==> config.mk <==
export PLATFORM = sky130hd
export DESIGN_NAME = sbus_frame_receiver_unit
export DESIGN_NICKNAME = d
export VERILOG_FILES = /design/src/sv/sfr_pkg.sv /design/src/sv/sfr_div.sv /design/src/sv/sbus_frame_receiver_unit.sv
export SDC_FILE = /design/constraint.sdc
export NUM_CORES = 1
export LEC_CHECK = 0
export BUFFER_PORTS_ARGS = -buffer_cell sky130_fd_sc_hd__buf_4
export CAP_MARGIN = 25
export CELL_PAD_IN_SITES_DETAIL_PLACEMENT = 1
export CELL_PAD_IN_SITES_GLOBAL_PLACEMENT = 2
export CORE_AREA = 5 5 214 216
export DETAILED_ROUTE_END_ITERATION = 8
export DIE_AREA = 0 0 219 221
export PLACE_DENSITY = 0.84
export SYNTH_ARGS = -nofsm -noshare
export SYNTH_HDL_FRONTEND = slang
export SYNTH_SLANG_ARGS = --single-unit
==> constraint.sdc <==
create_clock -name i_clk -period 8.55 [get_ports i_clk]
set_clock_uncertainty 0.2 [all_clocks]
set_input_delay 1.2825 -clock i_clk [delete_from_list [all_inputs] [get_ports i_clk]]
set_output_delay 1.2825 -clock i_clk [all_outputs]
set_load 0.1 [all_outputs]
==> src/sv/sfr_pkg.sv <==
package sfr_pkg;

    localparam int FRAME_BYTES  = 25;
    localparam int NUM_CHANNELS = 16;
    localparam int CHAN_BITS    = 11;
    localparam int BYTE_BITS    = 8;
    localparam int FRAME_BITS   = FRAME_BYTES * BYTE_BITS;
    localparam int FILL_W       = $clog2(FRAME_BYTES + 1);
    localparam int CH_W         = $clog2(NUM_CHANNELS);
    localparam int ANGLE_W      = 16;

    // Offset times a full turn in Q7 fits in 27 bits.
    localparam int NUM_W        = 27;
    localparam int STEP_W       = $clog2(NUM_W + 1);

    localparam logic [ANGLE_W-1:0] FULL_TURN_Q7 = 16'd46080;
    localparam logic [ANGLE_W-1:0] HALF_TURN_Q7 = 16'd23040;

    localparam int LOST_BIT = 2;
    localparam int SAFE_BIT = 3;

    localparam int ADDR_W   = 4;
    localparam int DATA_W   = 32;

    typedef enum logic [1:0] {
        REG_START_MARKER = 2'd0,
        REG_END_MARKER   = 2'd1,
        REG_SPAN_LOW     = 2'd2,
        REG_SPAN_HIGH    = 2'd3
    } t_reg_idx;

    typedef struct packed {
        logic                 start;
        logic [NUM_W-1:0]     num;
        logic [CHAN_BITS-1:0] den;
    } t_div_req;

    typedef struct packed {
        logic               done;
        logic [ANGLE_W-1:0] quot;
    } t_div_rsp;

endpackage

==> src/sv/sfr_div.sv <==
module sfr_div (
    input  logic             i_clk,
    input  logic             i_rst_n,
    input  sfr_pkg::t_div_req i_req,
    output sfr_pkg::t_div_rsp o_rsp
);

    logic [sfr_pkg::NUM_W-1:0]     r_quo;
    logic [sfr_pkg::CHAN_BITS-1:0] r_rem;
    logic [sfr_pkg::CHAN_BITS-1:0] r_den;
    logic [sfr_pkg::STEP_W-1:0]    r_cnt;
    logic                          r_busy;
    logic                          r_done;

    logic [sfr_pkg::CHAN_BITS:0]   shifted;
    logic                          fits;
    logic [sfr_pkg::CHAN_BITS:0]   diff;

    // One quotient bit per cycle, restoring form.
    always_comb begin
        shifted = {r_rem, r_quo[sfr_pkg::NUM_W-1]};
        fits    = (shifted >= {1'b0, r_den});
        diff    = shifted - {1'b0, r_den};
    end

    always_ff @(posedge i_clk) begin
        if (!i_rst_n) begin
            r_busy <= 1'b0;
            r_done <= 1'b0;
            r_cnt  <= '0;
        end else begin
            r_done <= 1'b0;
            if (i_req.start) begin
                r_busy <= 1'b1;
                r_cnt  <= sfr_pkg::STEP_W'(sfr_pkg::NUM_W);
            end else if (r_busy) begin
                r_cnt <= r_cnt - 1'b1;
                if (r_cnt == sfr_pkg::STEP_W'(1)) begin
                    r_busy <= 1'b0;
                    r_done <= 1'b1;
                end
            end
        end
    end

    always_ff @(posedge i_clk) begin
        if (i_req.start) begin
            r_quo <= i_req.num;
            r_rem <= '0;
            r_den <= i_req.den;
        end else if (r_busy) begin
            r_quo <= {r_quo[sfr_pkg::NUM_W-2:0], fits};
            r_rem <= fits ? diff[sfr_pkg::CHAN_BITS-1:0] : shifted[sfr_pkg::CHAN_BITS-1:0];
        end
    end

    assign o_rsp.done = r_done;
    assign o_rsp.quot = r_quo[sfr_pkg::ANGLE_W-1:0];

endmodule

==> src/sv/sbus_frame_receiver_unit.sv <==
// Bytes are taken one per cycle while the unit is idle; each byte that does not close a frame
// gives no result. After the closing byte of a good frame, 16 words follow: channels 0 and 1
// go through clamp, multiply, 27-step shared divider and output when span high exceeds span
// low, the others through clamp and output only. No byte is taken meanwhile.
// Reset (synchronous, active low) empties the frame and restores the register defaults.
module sbus_frame_receiver_unit (
    input  logic                         i_clk,
    input  logic                         i_rst_n,
    input  logic                         i_valid,
    output logic                         o_stall,
    input  logic [7:0]                   i_rx_byte,
    output logic                         o_valid,
    input  logic                         i_stall,
    output logic [3:0]                   o_chan_num,
    output logic [10:0]                  o_chan_value,
    output logic signed [15:0]           o_angle_q7,
    output logic                         o_lost_flag,
    output logic                         o_safe_flag,
    output logic                         o_last,
    input  logic                         psel,
    input  logic                         penable,
    input  logic                         pwrite,
    input  logic [sfr_pkg::ADDR_W-1:0]   paddr,
    input  logic [sfr_pkg::DATA_W-1:0]   pwdata,
    output logic [sfr_pkg::DATA_W-1:0]   prdata,
    output logic                         pready
);

    typedef enum logic [4:0] {
        S_IDLE = 5'b00001,
        S_CHAN = 5'b00010,
        S_MUL  = 5'b00100,
        S_DIV  = 5'b01000,
        S_EMIT = 5'b10000
    } t_state;

    t_state r_state, n_state;

    logic [7:0]                      r_start_marker;
    logic [7:0]                      r_end_marker;
    logic [sfr_pkg::CHAN_BITS-1:0]   r_span_low;
    logic [sfr_pkg::CHAN_BITS-1:0]   r_span_high;

    logic [sfr_pkg::FRAME_BITS-1:0]  r_frame;
    logic [sfr_pkg::FILL_W-1:0]      r_fill;
    logic [sfr_pkg::CH_W-1:0]        r_ch;
    logic [sfr_pkg::CHAN_BITS-1:0]   r_raw;
    logic [sfr_pkg::CHAN_BITS-1:0]   r_off;
    logic signed [sfr_pkg::ANGLE_W-1:0] r_angle;
    logic                            r_lost;
    logic                            r_safe;

    logic                            in_acc;
    logic                            out_acc;
    logic                            cfg_wr;
    logic                            frame_done;
    logic                            frame_good;
    logic                            need_angle;
    logic [sfr_pkg::CHAN_BITS-1:0]   raw_now;
    logic [sfr_pkg::CHAN_BITS-1:0]   clamped;
    logic [7:0]                      flag_byte;
    sfr_pkg::t_div_req               div_req;
    sfr_pkg::t_div_rsp               div_rsp;

    function automatic sfr_pkg::t_reg_idx reg_idx_of(input logic [sfr_pkg::ADDR_W-1:0] addr);
        return sfr_pkg::t_reg_idx'(addr[sfr_pkg::ADDR_W-1:2]);
    endfunction

    assign pready  = 1'b1;
    assign cfg_wr  = psel & penable & pwrite & pready;
    assign o_stall = (r_state != S_IDLE);
    assign in_acc  = i_valid & ~o_stall;
    assign o_valid = (r_state == S_EMIT);
    assign out_acc = o_valid & ~i_stall;

    // Bytes enter at the top of the frame line, so after the 24th byte the first frame byte
    // sits in the second lowest byte lane and the flag byte in the top lane.
    assign frame_done = in_acc && (r_fill == sfr_pkg::FILL_W'(sfr_pkg::FRAME_BYTES - 1));
    assign frame_good = (r_frame[15:8] == r_start_marker) && (i_rx_byte == r_end_marker);
    assign flag_byte  = r_frame[sfr_pkg::FRAME_BITS-1 -: 8];

    assign raw_now    = r_frame[8 +: sfr_pkg::CHAN_BITS];
    assign need_angle = (r_ch < sfr_pkg::CH_W'(2)) && (r_span_high > r_span_low);

    always_comb begin
        if (raw_now < r_span_low) begin
            clamped = r_span_low;
        end else if (raw_now > r_span_high) begin
            clamped = r_span_high;
        end else begin
            clamped = raw_now;
        end
    end

    assign div_req.start = (r_state == S_MUL);
    assign div_req.num   = sfr_pkg::NUM_W'(r_off) * sfr_pkg::NUM_W'(sfr_pkg::FULL_TURN_Q7);
    assign div_req.den   = r_span_high - r_span_low;

    sfr_div u_div (
        .i_clk   (i_clk),
        .i_rst_n (i_rst_n),
        .i_req   (div_req),
        .o_rsp   (div_rsp)
    );

    always_comb begin
        n_state = r_state;
        case (r_state)
            S_IDLE: begin
                if (frame_done && frame_good) begin
                    n_state = S_CHAN;
                end
            end
            S_CHAN: begin
                n_state = need_angle ? S_MUL : S_EMIT;
            end
            S_MUL: begin
                n_state = S_DIV;
            end
            S_DIV: begin
                if (div_rsp.done) begin
                    n_state = S_EMIT;
                end
            end
            S_EMIT: begin
                if (out_acc) begin
                    n_state = (r_ch == sfr_pkg::CH_W'(sfr_pkg::NUM_CHANNELS - 1)) ? S_IDLE : S_CHAN;
                end
            end
            default: begin
                n_state = S_IDLE;
            end
        endcase
    end

    always_ff @(posedge i_clk) begin
        if (!i_rst_n) begin
            r_state        <= S_IDLE;
            r_fill         <= '0;
            r_ch           <= '0;
            r_start_marker <= 8'h0F;
            r_end_marker   <= 8'h00;
            r_span_low     <= 11'd172;
            r_span_high    <= 11'd1811;
        end else begin
            r_state <= n_state;
            if (in_acc) begin
                if (frame_done) begin
                    r_fill <= '0;
                end else if (r_fill != '0 || i_rx_byte == r_start_marker) begin
                    r_fill <= r_fill + 1'b1;
                end
            end
            if (r_state == S_IDLE) begin
                r_ch <= '0;
            end else if (out_acc) begin
                r_ch <= r_ch + 1'b1;
            end
            if (cfg_wr) begin
                case (reg_idx_of(paddr))
                    sfr_pkg::REG_START_MARKER: r_start_marker <= pwdata[7:0];
                    sfr_pkg::REG_END_MARKER:   r_end_marker   <= pwdata[7:0];
                    sfr_pkg::REG_SPAN_LOW:     r_span_low     <= pwdata[sfr_pkg::CHAN_BITS-1:0];
                    sfr_pkg::REG_SPAN_HIGH:    r_span_high    <= pwdata[sfr_pkg::CHAN_BITS-1:0];
                    default: begin
                    end
                endcase
            end
        end
    end

    always_ff @(posedge i_clk) begin
        if (in_acc && (r_fill != '0 || i_rx_byte == r_start_marker)) begin
            r_frame <= {i_rx_byte, r_frame[sfr_pkg::FRAME_BITS-1:8]};
        end else if (r_state == S_CHAN) begin
            r_frame <= {{sfr_pkg::CHAN_BITS{1'b0}},
                        r_frame[sfr_pkg::FRAME_BITS-1:sfr_pkg::CHAN_BITS]};
        end
        if (frame_done) begin
            r_lost <= flag_byte[sfr_pkg::LOST_BIT];
            r_safe <= flag_byte[sfr_pkg::SAFE_BIT];
        end
        if (r_state == S_CHAN) begin
            r_raw   <= raw_now;
            r_off   <= clamped - r_span_low;
            r_angle <= '0;
        end
        if (r_state == S_DIV && div_rsp.done) begin
            r_angle <= $signed(div_rsp.quot - sfr_pkg::HALF_TURN_Q7);
        end
    end

    always_comb begin
        prdata = '0;
        case (reg_idx_of(paddr))
            sfr_pkg::REG_START_MARKER: prdata = sfr_pkg::DATA_W'(r_start_marker);
            sfr_pkg::REG_END_MARKER:   prdata = sfr_pkg::DATA_W'(r_end_marker);
            sfr_pkg::REG_SPAN_LOW:     prdata = sfr_pkg::DATA_W'(r_span_low);
            sfr_pkg::REG_SPAN_HIGH:    prdata = sfr_pkg::DATA_W'(r_span_high);
            default:                   prdata = '0;
        endcase
    end

    assign o_chan_num   = r_ch;
    assign o_chan_value = r_raw;
    assign o_angle_q7   = r_angle;
    assign o_lost_flag  = r_lost;
    assign o_safe_flag  = r_safe;
    assign o_last       = (r_ch == sfr_pkg::CH_W'(sfr_pkg::NUM_CHANNELS - 1));

    a_no_byte_while_emit: assert property (@(posedge i_clk) disable iff (!i_rst_n)
        o_valid |-> o_stall)
        else $error("byte port open while a word is pending");

    a_fill_in_range: assert property (@(posedge i_clk) disable iff (!i_rst_n)
        r_fill < sfr_pkg::FILL_W'(sfr_pkg::FRAME_BYTES))
        else $error("fill count ran past the frame length");

    a_angle_zero_high_ch: assert property (@(posedge i_clk) disable iff (!i_rst_n)
        (o_valid && (o_chan_num >= 4'd2)) |-> (o_angle_q7 == '0))
        else $error("angle set on a channel without angle mapping");

    a_last_ends_frame: assert property (@(posedge i_clk) disable iff (!i_rst_n)
        (out_acc && o_last) |=> (r_state == S_IDLE))
        else $error("decoder did not return to idle after the last channel");

    a_div_only_when_waiting: assert property (@(posedge i_clk) disable iff (!i_rst_n)
        div_rsp.done |-> (r_state == S_DIV))
        else $error("divider finished outside the divide step");

endmodule
==> results.md <==
Floorplanning:
- The area of the core is 43700 um2.
- From bottom edge to top edge, the die measures 221 um.
- The total number of placement rows is 77.
- The die covers 48400 um2.
- The initial utilization of the core area, before any placement, comes to 0.402.
- In this run the horizontal extent of the chip is 219 um.
- For this design the top-level I/O count stands at 120.

Worst hold path:
- Along the worst hold path, the cell count comes to 2.
- The launch instance of the worst min-delay path is u_div.r_rem[10].
- The path class of the tightest hold or removal check is reg2reg.
- The end point of the worst hold path is u_div.r_rem[10].

Drt:
- The total iterations of the first detailed-routing run is 5.
- The residual DRC count is 0.
- The detail route stage leaves a number of antenna-violating nets equal to 0.
- After detailed routing, the total wire length is 41.7 mm.
- The number of vias in the routed layout is 10.9k.
- The average vias per placed instance is 5.19.
- For this block, the initial DRC count from the detailed router was 575.
- Dividing the detail-routed wire length by the instance count gives 19.8 um.

Clock network:
- The maximum clock path buffer count is 3.
- The worst-skew pair later-pin latency is 560 ps.
- The tree is rooted in a sky130_fd_sc_hd__clkbuf_16.
- The total setup buffers inserted after CTS is 0.
- The H-tree was split into 2 levels.
- The hold buffer count at CTS is 0.
- TritonCTS built the clock tree.
- The number of gates resized after CTS was 0.
- The total clock sinks is 340.
- The TritonCTS buffer count is 39.
- After clock tree synthesis, the clock-pin slew on the worst setup and hold paths is 60 ps.

Global routing:
- Entering global routing, the biggest net connects 199 pins.
- The first-pass GRT wire length is 66.5 mm.
- The number of global-route vias before repair is 11.9k.
- For this run the aggregate overflow at the end of global routing stands at 0.
- The initial antenna violation count was 0.
- In the global route stage, overall resource usage came out at 0.172.

Synth:
- The post-synthesis sequential area ratio is 0.535.
- The fraction of registers with async set or reset after synthesis is 0.
- In this run the mean area of a mapped cell was 12.4 um2.
- Of the post-synthesis cell area, the dominant cell type holds 0.444.
- The count of state elements after synthesis is 340.
- Sorting the synthesized cells by area gives the leading types as sky130_fd_sc_hd__edfxtp_1 44%, sky130_fd_sc_hd__mux2_2 12%, sky130_fd_sc_hd__dfxtp_1 9.1%, sky130_fd_sc_hd__ha_1 6.4%, sky130_fd_sc_hd__mux2i_1 2.8%.
- Counting distinct cell types in the post-synthesis netlist gives 65.
- By count the netlist is led by 260 x sky130_fd_sc_hd__edfxtp_1, 182 x sky130_fd_sc_hd__mux2_2, 114 x sky130_fd_sc_hd__inv_1.
- The number of flops mapped to enable cells by yosys is 260.
- The top cell type by total area after synthesis is sky130_fd_sc_hd__edfxtp_1.
- The top flip-flop cell by instance count after synthesis is sky130_fd_sc_hd__edfxtp_1.
- sky130_fd_sc_hd__edfxtp_1 is the most common cell in the netlist.
- During synthesis, Yosys emitted a total of 0 warnings.
- The synthesized netlist occupies a cell area of 17600 um2.
- The post-synthesis instance total is 1414.

Worst setup path:
- STA classifies the critical path startpoint as a flop.
- The setup path with the least slack is of type reg2reg.
- For the worst flop-to-flop path, the logic depth is 17.
- Of all nets on the critical path, the largest fanout is 11.
- The start of the worst register-to-register path is r_frame[13].
- The capturing element type of the critical path is a flop.
- The worst register-to-register path ends at r_off[10].
- The signal arrival time at the worst endpoint is 4690 ps.
- The setup slack of the worst register-to-register path is 3960 ps.
- For the worst setup path, the data required time is 8650 ps.

Power:
- The leakage dissipation is 7.67 nW.
- The power per standard cell area is 180 nW/um2.
- The peak supply drop is 0.000106 V.

Final layout:
- The filler cells instantiated in the layout total 4601.
- Compared with the post-synthesis result, the final layout area differs by 13.3%.
- Of the cells placed in the final design, the portion with a size suffix greater than 1 is 0.224.
- Registers take 9410 um2.
- The final layout net count is 1648.
- Once layout is complete, the utilization of the core stands at 0.455.
- The multi-input combinational cells in the finished layout cover a total of 7460 um2.
- The number of antenna diodes in the final layout is 0.

Timing:
- The final-layout setup total negative slack is 0 ps.
- Setup repair after global routing left no endpoint under its margin.
- The number of endpoints with negative hold slack in the final report was 0.
- The worst path in the final design needs a cycle of 4590 ps, including I/O delays and setup.
- The final critical-path setup slack is 3960 ps.
- The max-slew violation count is 0.
- For the pin with the worst max-slew slack, the measured transition is 1140 ps.
- The timing-limited maximum frequency is 0.218 GHz.
- The remaining max-slew budget at the tightest pin is 0.239.
- Of the available clock period, the critical path in the final layout requires 0.537.
- The final setup violation count is 0.

Placed design:
- The HPWL after detailed placement is 29.5 mm.
- The number of input and output port buffers inserted is 74.
- The placer's final routability congestion estimate is 0.864.
- The worst slack after detailed placement is 3880 ps.

Run:
- Max-cap violations in this run came to 0.

Outcome:
- The run finished with clean final reports.
==> worst max-delay path by stage <==
stage	startpoint	end	slack, ps	cells past startpoint
global route	r_frame[12]	r_off[10]	3540	17
global placement	i_rx_byte[3]	r_frame[198]	3910	8
detailed placement	i_rx_byte[3]	r_frame[195]	3880	8
finish	r_frame[13]	r_off[10]	3960	17
floorplan	i_rx_byte[3]	r_frame[100]	1130	8
CTS	r_frame[12]	r_off[10]	3950	17
==> cells in the final DEF (no fill, tap or decap), drive strengths merged, types with 13 or more instances in the layout <==
master / netlist / routed
a21o: 14 / 14
inv: 114 / 115
nor3: 19 / 19
a21oi: 60 / 60
conb: 2 / 22
clkinv: 1 / 16
edfxtp: 260 / 260
fa: 19 / 19
clkbuf: 24 / 51
nand2: 64 / 64
mux2: 182 / 182
nand3: 25 / 25
xor2: 21 / 21
o211ai: 13 / 13
xnor2: 50 / 50
nand4: 13 / 13
dfxtp: 80 / 80
and3: 18 / 18
nor2b: 13 / 13
o21ai: 51 / 51
ha: 90 / 90
buf: 46 / 83
mux2i: 50 / 50
nor2: 100 / 100
==> through the flow <==
stage | instance area (um2) | total power [mW] | cells | hold WS [ps]
floorplan | 17700 | 1.96 | 1434 | 226
global placement | 18700 | 1.99 | 2038 | 245
detailed placement | 18700 | 2.00 | 2039 | 253
CTS | 19900 | 3.62 | 2108 | 266
global route | 19900 | 3.70 | 2108 | 316
finish | 19900 | 3.58 | 2108 | 264
==> sequential cells by signal, indices dropped and copies added (netlist names), 5 cells and up <==
register,cells
o_angle_q7,16
o_chan_value,11
r_end_marker,8
r_fill,5
r_frame,192
r_off,11
r_span_high,11
r_span_low,11
r_start_marker,8
r_state,5
u_div.r_cnt,5
u_div.r_den,11
u_div.r_quo,27
u_div.r_rem,11
==> power by group <==
group          switching, mW  total, mW  internal [mW]
combinational          0.135      0.187         0.0523
clock                  0.683       1.62          0.932
sequential           0.00750       1.77           1.77
==> area by class of cell <==
cell class,count,area share
Sequential cell,340,0.472
Multi-Input combinational cell,909,0.374
Clock buffer,51,0.0528
Tap cell,592,0.0372
Timing Repair Buffer,83,0.0335
Inverter,115,0.0217
Clock inverter,18,0.00816
==> layer usage <==
layer | GRT usage | part of all wire | routed length, um | vias up
li1 | - | - | - | 5217
met1 | 0.227 | 0.45 | 18600 | 5484
met2 | 0.288 | 0.49 | 20300 | 168
met3 | 0.0287 | 0.033 | 1380 | 73
met4 | 0.0592 | 0.035 | 1450 | 0
met5 | 0 | 0 | 0 | -
==> worst max-delay path, cell delays in order (launching register included) <==
cell,delay [ps]
sky130_fd_sc_hd__edfxtp_1,550
sky130_fd_sc_hd__ha_1,380
sky130_fd_sc_hd__a41oi_1,200
sky130_fd_sc_hd__o21ai_0,140
sky130_fd_sc_hd__a211oi_1,410
sky130_fd_sc_hd__a41oi_1,80
sky130_fd_sc_hd__buf_4,220
sky130_fd_sc_hd__o211ai_1,160
sky130_fd_sc_hd__o21ai_0,120
sky130_fd_sc_hd__ha_1,230
sky130_fd_sc_hd__fa_1,410
sky130_fd_sc_hd__nor2b_1,120
sky130_fd_sc_hd__o21ai_0,130
sky130_fd_sc_hd__a21boi_0,300
sky130_fd_sc_hd__o21ai_0,150
sky130_fd_sc_hd__a21oi_1,250
sky130_fd_sc_hd__a31oi_1,140
sky130_fd_sc_hd__xnor2_1,150
==> logic make-up (layout without fill, tap and decap cells) <==
family | Yosys count | in the layout | share of synthesized area
xor gates and xnor gates | 71 | 71 | 0.0354
DFF | 340 | 340 | 0.535
buffers and inverters | 185 | 267 | 0.0456
other | 2 | 22 | 0.000427
and+or+nand+nor | 282 | 282 | 0.0772
AOI/OAI and AO/OA | 185 | 185 | 0.0651
muxes | 240 | 240 | 0.155
adders and majority gates | 109 | 109 | 0.0857
Power figures use the tool's default switching activity.
